[src/design/sha1_pkg.sv]
// ============================================================================
// sha1_pkg
// Shared types and constants for the SHA-1 byte stream hasher: the command
// codes, the sequencer states, the round constants and the initial words.
// ============================================================================
package sha1_pkg;

    // Command codes carried on the input tuser field.
    localparam logic [1:0] CMD_ABSORB        = 2'd0;
    localparam logic [1:0] CMD_ABSORB_FINISH = 2'd1;
    localparam logic [1:0] CMD_FINISH        = 2'd2;

    // Block geometry and round count.
    localparam int unsigned BLOCK_BITS  = 512;
    localparam int unsigned ROUND_COUNT = 80;
    localparam int unsigned DIGEST_LAST = 4;

    // Padding values.
    localparam logic [7:0] PAD_MARK     = 8'h80;
    localparam logic [7:0] PAD_ZERO     = 8'h00;
    localparam logic [5:0] LENGTH_START = 6'd56;

    // Round constants, one per group of twenty rounds.
    localparam logic [31:0] K_GROUP0 = 32'h5A827999;
    localparam logic [31:0] K_GROUP1 = 32'h6ED9EBA1;
    localparam logic [31:0] K_GROUP2 = 32'h8F1BBCDC;
    localparam logic [31:0] K_GROUP3 = 32'hCA62C1D6;

    // Initial chaining words.
    localparam logic [31:0] IV_WORD0 = 32'h67452301;
    localparam logic [31:0] IV_WORD1 = 32'hEFCDAB89;
    localparam logic [31:0] IV_WORD2 = 32'h98BADCFE;
    localparam logic [31:0] IV_WORD3 = 32'h10325476;
    localparam logic [31:0] IV_WORD4 = 32'hC3D2E1F0;

    // Sequencer states.
    typedef enum logic [2:0] {
        ST_IDLE,
        ST_ROUND,
        ST_ADD,
        ST_MARK,
        ST_ZERO,
        ST_LEN,
        ST_OUT
    } sha1_state_t;

endpackage

[src/design/sha1_byte_stream_hasher_unit.sv]
// ============================================================================
// sha1_byte_stream_hasher_unit
// SHA-1 hasher that takes a message one byte per word and returns the
// 160-bit digest as five 32-bit words, most significant word first.
// ============================================================================
// The input takes one byte per cycle while the block buffer is filling. The
// byte that completes a 64-byte block starts a compression: 80 rounds, one
// per cycle on the single shared round datapath, then an add of the working
// words into the chaining words. The input is not ready while a block is
// being compressed. A finish command pushes the padding bytes and the length
// one per cycle through the same byte path, except while a block is
// compressed (up to 72 bytes, plus one or two compressions), then presents
// the five digest words; the next message may start once the fifth word is
// taken. The 64-byte buffer is the 512-bit message schedule shift line
// itself, so no memory is used.
module sha1_byte_stream_hasher_unit (
    input  logic        aclk,
    input  logic        aresetn,
    // Input stream.
    input  logic        s_tvalid,
    output logic        s_tready,
    input  logic [7:0]  s_tdata,   // [7:0] data_byte
    input  logic [1:0]  s_tuser,   // [1:0] command
    // Digest stream.
    output logic        m_tvalid,
    input  logic        m_tready,
    output logic [31:0] m_tdata,   // [31:0] digest_word
    output logic [2:0]  m_tuser,   // [2:0] word_index
    output logic        m_tlast    // last_word
);

    localparam int unsigned BB = sha1_pkg::BLOCK_BITS;

    // Registers.
    sha1_pkg::sha1_state_t state_reg, state_next;
    sha1_pkg::sha1_state_t ret_reg, ret_next;
    logic [31:0]   chain_reg [5];
    logic [31:0]   chain_next [5];
    logic [BB-1:0] blk_reg, blk_next;
    logic [5:0]    fill_reg, fill_next;
    logic [60:0]   total_reg, total_next;
    logic [6:0]    rnd_reg, rnd_next;
    logic [2:0]    idx_reg, idx_next;
    logic [31:0]   a_reg, b_reg, c_reg, d_reg, e_reg;
    logic [31:0]   a_next, b_next, c_next, d_next, e_next;

    // Control decode.
    logic        in_accept;
    logic        out_accept;
    logic        push_en;
    logic [7:0]  push_byte;
    logic        count_en;
    logic        block_full;
    logic        load_work;
    logic        digest_done;
    logic [63:0] len_bits;
    logic [7:0]  len_byte;

    // Round datapath.
    logic [31:0] w0, w2, w8, w13, wx, wnew;
    logic [31:0] f_val, k_val, t_val;

    assign in_accept   = s_tvalid && s_tready;
    assign out_accept  = m_tvalid && m_tready;
    assign block_full  = (fill_reg == 6'd63);
    assign digest_done = out_accept && (idx_reg == 3'(sha1_pkg::DIGEST_LAST));

    // Length byte for the current fill position, most significant first.
    assign len_bits = {total_reg, 3'b000};
    assign len_byte = 8'(len_bits >> {~fill_reg[2:0], 3'b000});

    // Next-state logic of the sequencer.
    always_comb begin
        state_next = state_reg;
        ret_next   = ret_reg;
        case (state_reg)
            sha1_pkg::ST_IDLE: begin
                if (s_tvalid) begin
                    case (s_tuser)
                        sha1_pkg::CMD_ABSORB: begin
                            if (block_full) begin
                                state_next = sha1_pkg::ST_ROUND;
                                ret_next   = sha1_pkg::ST_IDLE;
                            end
                        end
                        sha1_pkg::CMD_ABSORB_FINISH: begin
                            if (block_full) begin
                                state_next = sha1_pkg::ST_ROUND;
                                ret_next   = sha1_pkg::ST_MARK;
                            end else begin
                                state_next = sha1_pkg::ST_MARK;
                            end
                        end
                        sha1_pkg::CMD_FINISH: begin
                            state_next = sha1_pkg::ST_MARK;
                        end
                        default: begin
                            state_next = sha1_pkg::ST_IDLE;
                        end
                    endcase
                end
            end
            sha1_pkg::ST_ROUND: begin
                if (rnd_reg == 7'(sha1_pkg::ROUND_COUNT - 1)) begin
                    state_next = sha1_pkg::ST_ADD;
                end
            end
            sha1_pkg::ST_ADD: begin
                state_next = ret_reg;
            end
            sha1_pkg::ST_MARK: begin
                if (block_full) begin
                    state_next = sha1_pkg::ST_ROUND;
                    ret_next   = sha1_pkg::ST_ZERO;
                end else begin
                    state_next = sha1_pkg::ST_ZERO;
                end
            end
            sha1_pkg::ST_ZERO: begin
                if (fill_reg == sha1_pkg::LENGTH_START) begin
                    state_next = sha1_pkg::ST_LEN;
                end else if (block_full) begin
                    state_next = sha1_pkg::ST_ROUND;
                    ret_next   = sha1_pkg::ST_ZERO;
                end
            end
            sha1_pkg::ST_LEN: begin
                if (block_full) begin
                    state_next = sha1_pkg::ST_ROUND;
                    ret_next   = sha1_pkg::ST_OUT;
                end
            end
            sha1_pkg::ST_OUT: begin
                if (digest_done) begin
                    state_next = sha1_pkg::ST_IDLE;
                end
            end
            default: begin
                state_next = sha1_pkg::ST_IDLE;
            end
        endcase
    end

    // Output and control decode of the sequencer.
    always_comb begin
        s_tready  = 1'b0;
        m_tvalid  = 1'b0;
        push_en   = 1'b0;
        push_byte = sha1_pkg::PAD_ZERO;
        count_en  = 1'b0;
        case (state_reg)
            sha1_pkg::ST_IDLE: begin
                s_tready  = 1'b1;
                push_byte = s_tdata;
                if (in_accept && (s_tuser == sha1_pkg::CMD_ABSORB ||
                                  s_tuser == sha1_pkg::CMD_ABSORB_FINISH)) begin
                    push_en  = 1'b1;
                    count_en = 1'b1;
                end
            end
            sha1_pkg::ST_MARK: begin
                push_en   = 1'b1;
                push_byte = sha1_pkg::PAD_MARK;
            end
            sha1_pkg::ST_ZERO: begin
                push_en   = (fill_reg != sha1_pkg::LENGTH_START);
                push_byte = sha1_pkg::PAD_ZERO;
            end
            sha1_pkg::ST_LEN: begin
                push_en   = 1'b1;
                push_byte = len_byte;
            end
            sha1_pkg::ST_OUT: begin
                m_tvalid = 1'b1;
            end
            default: begin
                push_en = 1'b0;
            end
        endcase
    end

    assign load_work = push_en && block_full;

    // Schedule taps and round function.
    assign w0   = blk_reg[BB-1 -: 32];
    assign w2   = blk_reg[BB-1-64 -: 32];
    assign w8   = blk_reg[BB-1-256 -: 32];
    assign w13  = blk_reg[BB-1-416 -: 32];
    assign wx   = w13 ^ w8 ^ w2 ^ w0;
    assign wnew = {wx[30:0], wx[31]};

    always_comb begin
        case (rnd_reg) inside
            [7'd0:7'd19]: begin
                f_val = (b_reg & c_reg) | (~b_reg & d_reg);
                k_val = sha1_pkg::K_GROUP0;
            end
            [7'd20:7'd39]: begin
                f_val = b_reg ^ c_reg ^ d_reg;
                k_val = sha1_pkg::K_GROUP1;
            end
            [7'd40:7'd59]: begin
                f_val = (b_reg & c_reg) | (b_reg & d_reg) | (c_reg & d_reg);
                k_val = sha1_pkg::K_GROUP2;
            end
            default: begin
                f_val = b_reg ^ c_reg ^ d_reg;
                k_val = sha1_pkg::K_GROUP3;
            end
        endcase
    end

    assign t_val = {a_reg[26:0], a_reg[31:27]} + f_val + e_reg + k_val + w0;

    // Datapath next values.
    always_comb begin
        blk_next   = blk_reg;
        fill_next  = fill_reg;
        total_next = total_reg;
        rnd_next   = rnd_reg;
        idx_next   = idx_reg;
        a_next     = a_reg;
        b_next     = b_reg;
        c_next     = c_reg;
        d_next     = d_reg;
        e_next     = e_reg;
        for (int i = 0; i < 5; i++) begin
            chain_next[i] = chain_reg[i];
        end

        // Byte path into the block shift line.
        if (push_en) begin
            blk_next  = {blk_reg[BB-9:0], push_byte};
            fill_next = fill_reg + 6'd1;
        end
        if (count_en) begin
            total_next = total_reg + 61'd1;
        end

        // A full block loads the working words and starts the rounds.
        if (load_work) begin
            a_next   = chain_reg[0];
            b_next   = chain_reg[1];
            c_next   = chain_reg[2];
            d_next   = chain_reg[3];
            e_next   = chain_reg[4];
            rnd_next = 7'd0;
        end

        // One round per cycle; the schedule shifts by one word.
        if (state_reg == sha1_pkg::ST_ROUND) begin
            a_next   = t_val;
            b_next   = a_reg;
            c_next   = {b_reg[1:0], b_reg[31:2]};
            d_next   = c_reg;
            e_next   = d_reg;
            blk_next = {blk_reg[BB-33:0], wnew};
            rnd_next = rnd_reg + 7'd1;
        end

        // Fold the working words into the chaining words.
        if (state_reg == sha1_pkg::ST_ADD) begin
            chain_next[0] = chain_reg[0] + a_reg;
            chain_next[1] = chain_reg[1] + b_reg;
            chain_next[2] = chain_reg[2] + c_reg;
            chain_next[3] = chain_reg[3] + d_reg;
            chain_next[4] = chain_reg[4] + e_reg;
        end

        // Digest words go out one at a time; the last restarts the message.
        if (out_accept) begin
            idx_next = idx_reg + 3'd1;
        end
        if (digest_done) begin
            idx_next      = 3'd0;
            fill_next     = 6'd0;
            total_next    = 61'd0;
            chain_next[0] = sha1_pkg::IV_WORD0;
            chain_next[1] = sha1_pkg::IV_WORD1;
            chain_next[2] = sha1_pkg::IV_WORD2;
            chain_next[3] = sha1_pkg::IV_WORD3;
            chain_next[4] = sha1_pkg::IV_WORD4;
        end
    end

    // Control and chaining registers.
    always_ff @(posedge aclk) begin
        if (!aresetn) begin
            state_reg    <= sha1_pkg::ST_IDLE;
            ret_reg      <= sha1_pkg::ST_IDLE;
            fill_reg     <= 6'd0;
            total_reg    <= 61'd0;
            rnd_reg      <= 7'd0;
            idx_reg      <= 3'd0;
            chain_reg[0] <= sha1_pkg::IV_WORD0;
            chain_reg[1] <= sha1_pkg::IV_WORD1;
            chain_reg[2] <= sha1_pkg::IV_WORD2;
            chain_reg[3] <= sha1_pkg::IV_WORD3;
            chain_reg[4] <= sha1_pkg::IV_WORD4;
        end else begin
            state_reg <= state_next;
            ret_reg   <= ret_next;
            fill_reg  <= fill_next;
            total_reg <= total_next;
            rnd_reg   <= rnd_next;
            idx_reg   <= idx_next;
            for (int i = 0; i < 5; i++) begin
                chain_reg[i] <= chain_next[i];
            end
        end
    end

    // Working words and block shift line.
    always_ff @(posedge aclk) begin
        blk_reg <= blk_next;
        a_reg   <= a_next;
        b_reg   <= b_next;
        c_reg   <= c_next;
        d_reg   <= d_next;
        e_reg   <= e_next;
    end

    // Digest word select.
    always_comb begin
        case (idx_reg)
            3'd0:    m_tdata = chain_reg[0];
            3'd1:    m_tdata = chain_reg[1];
            3'd2:    m_tdata = chain_reg[2];
            3'd3:    m_tdata = chain_reg[3];
            default: m_tdata = chain_reg[4];
        endcase
    end

    assign m_tuser = idx_reg;
    assign m_tlast = (idx_reg == 3'(sha1_pkg::DIGEST_LAST));

    // Input and digest sides are never open at the same time.
    assert property (@(posedge aclk) disable iff (!aresetn)
        !(s_tready && m_tvalid))
        else $error("input ready while a digest word is presented");

    // The eightieth round is always followed by the chaining add.
    assert property (@(posedge aclk) disable iff (!aresetn)
        (state_reg == sha1_pkg::ST_ROUND &&
         rnd_reg == 7'(sha1_pkg::ROUND_COUNT - 1)) |=>
        (state_reg == sha1_pkg::ST_ADD))
        else $error("round sequence did not end in the chaining add");

    // The block buffer is empty while a compression runs.
    assert property (@(posedge aclk) disable iff (!aresetn)
        (state_reg == sha1_pkg::ST_ROUND) |-> (fill_reg == 6'd0))
        else $error("fill count not cleared during compression");

    // A taken digest word other than the last is followed by the next one.
    assert property (@(posedge aclk) disable iff (!aresetn)
        (m_tvalid && m_tready && !m_tlast) |=>
        (m_tvalid && m_tuser == $past(m_tuser) + 3'd1))
        else $error("digest words out of sequence");

endmodule

[config.mk]
export PLATFORM = sky130hd
export DESIGN_NAME = sha1_byte_stream_hasher_unit
export DESIGN_NICKNAME = d
export VERILOG_FILES = /design/src/design/sha1_pkg.sv /design/src/design/sha1_byte_stream_hasher_unit.sv
export SDC_FILE = /design/constraint.sdc
export NUM_CORES = 2
export LEC_CHECK = 0
export BUFFER_PORTS_ARGS = -buffer_cell sky130_fd_sc_hd__buf_4
export CORE_AREA = 2 2 259 517
export DETAILED_ROUTE_END_ITERATION = 10
export DIE_AREA = 0 0 261 519
export GPL_ROUTABILITY_DRIVEN = 0
export SLEW_MARGIN = 20
export SYNTH_ARGS = -nofsm -noshare
export SYNTH_HDL_FRONTEND = slang
export SYNTH_SLANG_ARGS = --single-unit
[constraint.sdc]
create_clock -name aclk -period 26.5 [get_ports aclk]
set_clock_uncertainty 0.05 [all_clocks]
set_input_delay 2.65 -clock aclk [delete_from_list [all_inputs] [get_ports aclk]]
set_output_delay 2.65 -clock aclk [all_outputs]
set_load 0.005 [all_outputs]
# Word level (Yosys, flattened, before mapping)
# Memory sizes are Yosys's and may differ from the RTL's.
# Index checks and enable logic that the tools add are counted.
[word_totals]
memories = 1
register_bits = 755
rom_bits = 0
ramBits = 160
latchBits = 0
wordCells = 149
input_bits = 14
output_inout_bits = 38
[classes]
n_mul = 0
eq_ne = 24
div_mod_pow = 0
shifts = 1
mux = 53
magnitude_cmp = 6
addsub = 13
reduce_logical = 19
bitwise = 20
[mem_list]
columns = ["memory", "depth", "width", "rd", "rd_ports_with_merged_regs", "write_ports", "line", "source"]
rows = [
  ["chain_reg", 5, 32, 5, 0, 5, "sha1_byte_stream_hasher_unit.sv:37", "logic [31:0] chain_reg [5];"],
]
[op_table]
columns = ["op", "count"]
rows = [
  ["2-to-1 mux 512 bit", 2],
  ["2-to-1 mux 32 bit", 20],
  ["2-to-1 mux 160 bit", 2],
  ["adder 32 bit", 9],
  ["XOR 32 bit", 5],
  ["bitwise AND 32 bit", 4],
  ["case mux 32 bit (4 select lines)", 1],
  ["bitwise OR 32 bit", 3],
  ["right shift 64 x 6 -> 8 bit", 1],
  ["adder 61 x 1 -> 61 bit (second input constant)", 1],
  ["2-to-1 mux 3 bit", 12],
  ["inverter 32 bit", 1],
  ["2-to-1 mux 31 bit", 1],
  ["case mux 8 bit (3 select lines)", 1],
  ["case mux 3 bit (7 select lines)", 1],
  ["<= comparator 7 x 6 -> 1 bit (second input constant)", 2],
  ["2-to-1 mux 7 bit", 2],
  ["equality test 3 x 2 -> 1 bit (second input constant)", 4],
  ["equality test 3 bit (second input constant)", 4],
  ["equality test 6 bit (second input constant)", 2],
  ["case mux 3 bit (4 select lines)", 1],
  ["!= test 2 bit (second input constant)", 5],
  ["!= test 3 bit (second input constant)", 3],
  ["case mux 3 bit (3 select lines)", 1],
  ["28 further kinds", 48],
]

# Longest topological paths before layout
[logic_depth]
word_depth = 11
mapped_depth = 26
depth_no_buf = 25

# Least setup slack after synthesis
# No wires, ideal clock.
[synth_timing]
path_type = "in2reg"
start = "in s_tuser[1]"
end = "reg blk_reg[0], enable pin"
required_time_ns = 25.476
setup_ns = 0.974
arrival_ns = 15.697
path_buffers = 0
path_slack_ns = 9.779
cell_stages = 5
path_cell_list = "inv_1 > ha_1 > o211ai_2 > o211ai_1 > nand2b_1"
[synth_via]
elab_chain_len = 6
word_cells_on_any_way = 7
classes_between = "eq/ne: 1; mux: 2; reduce/logical: 4"
[synth_lines]
columns = ["item", "line", "source"]
rows = [
  ["start, declared", "sha1_byte_stream_hasher_unit.sv:23", "input logic [1:0] s_tuser,"],
  ["equality test 2 x 1 -> 1 bit / logical NOT 2 bit (equally long branches)", "sha1_byte_stream_hasher_unit.sv:156, sha1_byte_stream_hasher_unit.sv:155", ""],
  ["logical OR 1 bit *", "sha1_byte_stream_hasher_unit.sv:155", "if (in_accept && (s_tuser == sha1_pkg::CMD_ABSORB ||"],
  ["logical AND 1 bit *", "sha1_byte_stream_hasher_unit.sv:155", ""],
  ["2-to-1 mux 1 bit *", "sha1_byte_stream_hasher_unit.sv:155", ""],
  ["case mux 1 bit (3 select lines) *", "sha1_byte_stream_hasher_unit.sv:151", "case (state_reg)"],
  ["nonzero test 2 bit (no source line) *", "--", ""],
  ["end signal, assigned", "sha1_byte_stream_hasher_unit.sv:315", "blk_reg <= blk_next;"],
  ["end, declared", "sha1_byte_stream_hasher_unit.sv:39", "logic [BB-1:0] blk_reg, blk_next;"],
]
# Mark *: on every way between the ends. The rest lies on a longest branch, timed or not.
# A chain may end at the register's enable or synchronous reset.

# Final worst setup path
[layout_timing]
start = "reg rnd_reg[0]"
end = "reg a_reg[29], data pin"
[layout_via]
elab_chain_len = 10
word_cells_on_any_way = 20
classes_between = "add/sub: 4; order compare: 6; mux: 7; reduce/logical: 3"
[layout_lines]
columns = ["item", "line", "source"]
rows = [
  ["start, declared", "sha1_byte_stream_hasher_unit.sv:42", "logic [6:0] rnd_reg, rnd_next;"],
  ["start signal, assigned", "sha1_byte_stream_hasher_unit.sv:305", "rnd_reg <= rnd_next;"],
  [">= comparator 7 x 6 -> 1 bit (no source line) / <= comparator 7 x 6 -> 1 bit (equally long branches)", "--", ""],
  ["logical AND 1 bit (no source line)", "--", ""],
  ["2-to-1 mux 32 bit (3 in a row)", "sha1_byte_stream_hasher_unit.sv:193", "case (rnd_reg) inside"],
  ["adder 32 bit (2 in a row)", "sha1_byte_stream_hasher_unit.sv:213", "assign t_val = {a_reg[26:0], a_reg[31:27]} + f_val + e_reg + k_val + w0;"],
  ["adder 32 bit * (2 in a row)", "sha1_byte_stream_hasher_unit.sv:213", ""],
  ["2-to-1 mux 32 bit *", "sha1_byte_stream_hasher_unit.sv:251", "if (state_reg == sha1_pkg::ST_ROUND) begin"],
  ["named net a_next[29]", "sha1_byte_stream_hasher_unit.sv:45", "logic [31:0] a_next, b_next, c_next, d_next, e_next;"],
  ["end signal, assigned", "sha1_byte_stream_hasher_unit.sv:316", "a_reg <= a_next;"],
  ["end, declared", "sha1_byte_stream_hasher_unit.sv:44", "logic [31:0] a_reg, b_reg, c_reg, d_reg, e_reg;"],
]
# The timed path passes the listed nets; every way through them passes the cells marked *.

==> impl_metrics.csv <==
group,metric,value,unit
floorplanning,floorplan.initialDensity,39.7,%
critical_path,critPathTopFamily,"compound AO/OA/AOI/OAI gates",
sta,fmax,0.134,GHz
grt,grt_max_degree,224,
sta,period_share,28.2,%
floorplanning,row_count,189,
grt,grt_usage,21.2,%
clock_network,cts_buffers,92,
floorplanning,die_y,519,um
yosys,syn_area,0.0524,mm^2
hold_path,holdCritPathClass,"register to register",
sta,tightest_slew,1.17,ns
critical_path,worstPathArrival,7.95,ns
critical_path,crit_path_start_kind,"register",
sta,finalSetupTns,0,ns
power,power,5.32,mW
clock_network,cts_tree,"yes",
critical_path,crit_fanout,20,
outcome,outcome,"completed",
yosys,postSynthCellCount,5730,
critical_path,criticalPathCategory,"register to register",
yosys,ys.flop_type,"edfxtp_1",
cells_and_area,final_util,43.5,%
power,powerDensity,92.6,mW/mm^2
yosys,async_flop_share,0,%
cells_and_area,nets,5995,
cells_and_area,fill_cells,12776,
route,vias_per_cell,5.45,
placed_design,port_buffers,51,
placed_design,dp_hpwl,100,mm
clock_network,clk_pin_slew_worst_paths,0.07,ns
critical_path,slowest_stage,"nor2_2",
yosys,syn_nets,6076,
grt,grt.overflow.total,0,
yosys,seq_area_frac_synth,47.8,%
critical_path,crit_required,26.98,ns
floorplanning,fp.dieArea,0.135,mm^2
route,ant_nets,0,
yosys,synth_cell_types,87,
route,dr.first_iter.drc_count,3700,
sta,period_needed,7.48,ns
clock_network,cts_setup_buffers,0,
cells_and_area,instances_no_fill,7444,
clock_network,cts_hold_buf,0,
route,wl_per_cell,19.4,um
cells_and_area,syn_to_final_growth,9.71,%
power,p_leak,23.9,nW
clock_network,cts-root-buf,"clkbuf_16",
floorplanning,io_pins,52,
grt,grt_pass1_vias,39428,
cells_and_area,final_cell_area,0.0574,mm^2
route,wl,144,mm
grt,grt_pass1_wl,227,mm
route,dr.pass1.iters,8,
placed_design,dp_cells,7272,
yosys,synth-edff-count,672,
yosys,ys_ff_latch,915,
flow_run,drv_cap,0,
route,via_count,40547,
sta,drv_slew,0,
grt,antenna_found_initial,2,
placed_design,place_area,0.0543,mm^2
clock_network,clock_latency,0.71,ns
critical_path,path_buf_inv,5,
sta,rsz0062_at_grt,"false",
sta,report.final.hold_viol_count,0,
yosys,avgSynthCellArea,9.14,um^2
clock_network,cts_resized,0,
yosys,synth_top_area_share,38.5,%
yosys,yosys_warnings,0,
cells_and_area,largest_reg_flops,512,
sta,slew_headroom,22.3,%
clock_network,cts_sinks,915,
cells_and_area,final_layout_size_suffix_gt1_share,5.15,%
floorplanning,core-area,0.132,mm^2
power,vdd_ir_drop_max,0.0642,mV
yosys,yosys.area.top_type,"edfxtp_1",
critical_path,critPathMaxStageDelay,0.63,ns
critical_path,worstSetupEndpointType,"register",
yosys,yosys-top-cells-area,"edfxtp_1 39%, nand2_1 15%, dfxtp_1 9.3%",
sta,setup_violations,0,
clock_network,htreeDepth,3,
clock_network,clock_tree.buffer_depth,3,
route,drc,0,
floorplanning,dieWidth,261,um
-- worst min-delay path: cells and delay by family, from the launching register on --
kind	cells	cell delay (ns)
AND/OR/NAND/NOR	1	0.06
AO/OA/AOI/OAI	1	0.05
flip-flops	1	0.33
-- layer usage --
layer  up-vias  routed length (um)  global-route usage [%]  share of wire, %
met5         -                   0                       0                 0
met4         0                4980                    7.85               3.4
met3       206                8960                    2.80               6.2
met2      1266               66900                    33.4                46
met1     19744               63700                    29.6                44
li1      19331                   -                       -                 -
-- report_power, final --
| group | internal, mW | switching [mW] |
|---|---|---|
| registers | 1.90 | 0.218 |
| clock network | 0.763 | 0.604 |
| logic | 0.723 | 1.11 |
| total | 3.39 | 1.93 |
-- final cells by class --
class	count	area, um^2	share of cell area, %
diodes	1	2.50	0.00436
clock buffers	123	2520	4.39
clock inverters	46	557	0.969
inverters	232	872	1.52
multi-input cells	4318	25500	44.4
flip-flops and latches	915	25000	43.6
well taps	1719	2150	3.74
repair buffers	90	766	1.33
-- cell families (layout without fill, tap and decap cells) --
logic type / after synthesis / count (layout) / synth area share (%)
simple gates: 2674 / 2674 / 20.7
compound gates: 945 / 945 / 11.5
flops: 915 / 915 / 47.8
buf+inv: 497 / 491 / 3.58
fa+ha+maj: 332 / 332 / 9.73
xor+xnor: 302 / 302 / 5.05
mux: 65 / 65 / 1.58
other cells: 0 / 1 / 0
-- layout by cell type (no fill, tap or decap), types with 10 or more instances in the layout --
cell       count
or3_1         22
clkinv_2      12
a21oi_1      248
and3_1        34
mux4_2        13
a21o_1        76
mux2_2        12
a211oi_1      36
dfxtp_1      243
nor2b_1       40
nand2b_1      35
inv_1        229
xnor2_1      218
o21a_1        32
clkbuf_1      23
a31oi_1       53
o21bai_1      28
o21ai_0      208
mux2i_1       40
nand2_1     2060
nor2_1       274
clkbuf_16     94
edfxtp_1     672
o211ai_1      54
ha_1         207
clkinv_1      10
a22oi_1       66
nand3_1       76
nor3_1        42
nand4_1       20
fa_1         125
buf_4         84
a221oi_1      15
o31ai_1       14
xor2_1        84
o22ai_1       19
-- metrics by stage --
stage | hold slack [ns] | worst slack, ns
CTS | 0.441 | 19.08
detailed placement | 0.431 | 19.18
global route | 0.468 | 18.59
global placement | 0.419 | 19.36
floorplan | 0.396 | 9.78
finish | 0.438 | 19.02
-- cell usage after synthesis (33+ instances only) --
cell type	number
nor2_1	274
a21o_1	76
a31oi_1	53
clkbuf_1	239
nand2b_1	37
fa_1	125
inv_1	229
nor3_1	42
xor2_1	84
nand2_1	2062
mux2i_1	40
a211oi_1	36
xnor2_1	218
o21a_1	33
o211ai_1	54
edfxtp_1	672
dfxtp_1	243
ha_1	207
a22oi_1	66
nand3_1	76
nor2b_1	44
and3_1	34
a21oi_1	248
o21ai_0	209
-- path summary, 6_finish.rpt --
| check | start | to | slack, ns | cells after the start |
|---|---|---|---|---|
| setup / recovery | rnd_reg[0]$_SDFFE_PN0P_ | a_reg[29]$_DFFE_PP_ | 19.02 | 26 |
| hold / removal | chain_reg[0][104]$_SDFFE_PP0N_ | chain_reg[0][104]$_SDFFE_PP0N_ | 0.44 | 2 |
| setup reg to reg | rnd_reg[0]$_SDFFE_PN0P_ | a_reg[29]$_DFFE_PP_ | 19.02 | 26 |
| hold reg to reg | chain_reg[0][104]$_SDFFE_PP0N_ | chain_reg[0][104]$_SDFFE_PP0N_ | 0.44 | 2 |
No activity file was read; power rests on OpenSTA's default activity.
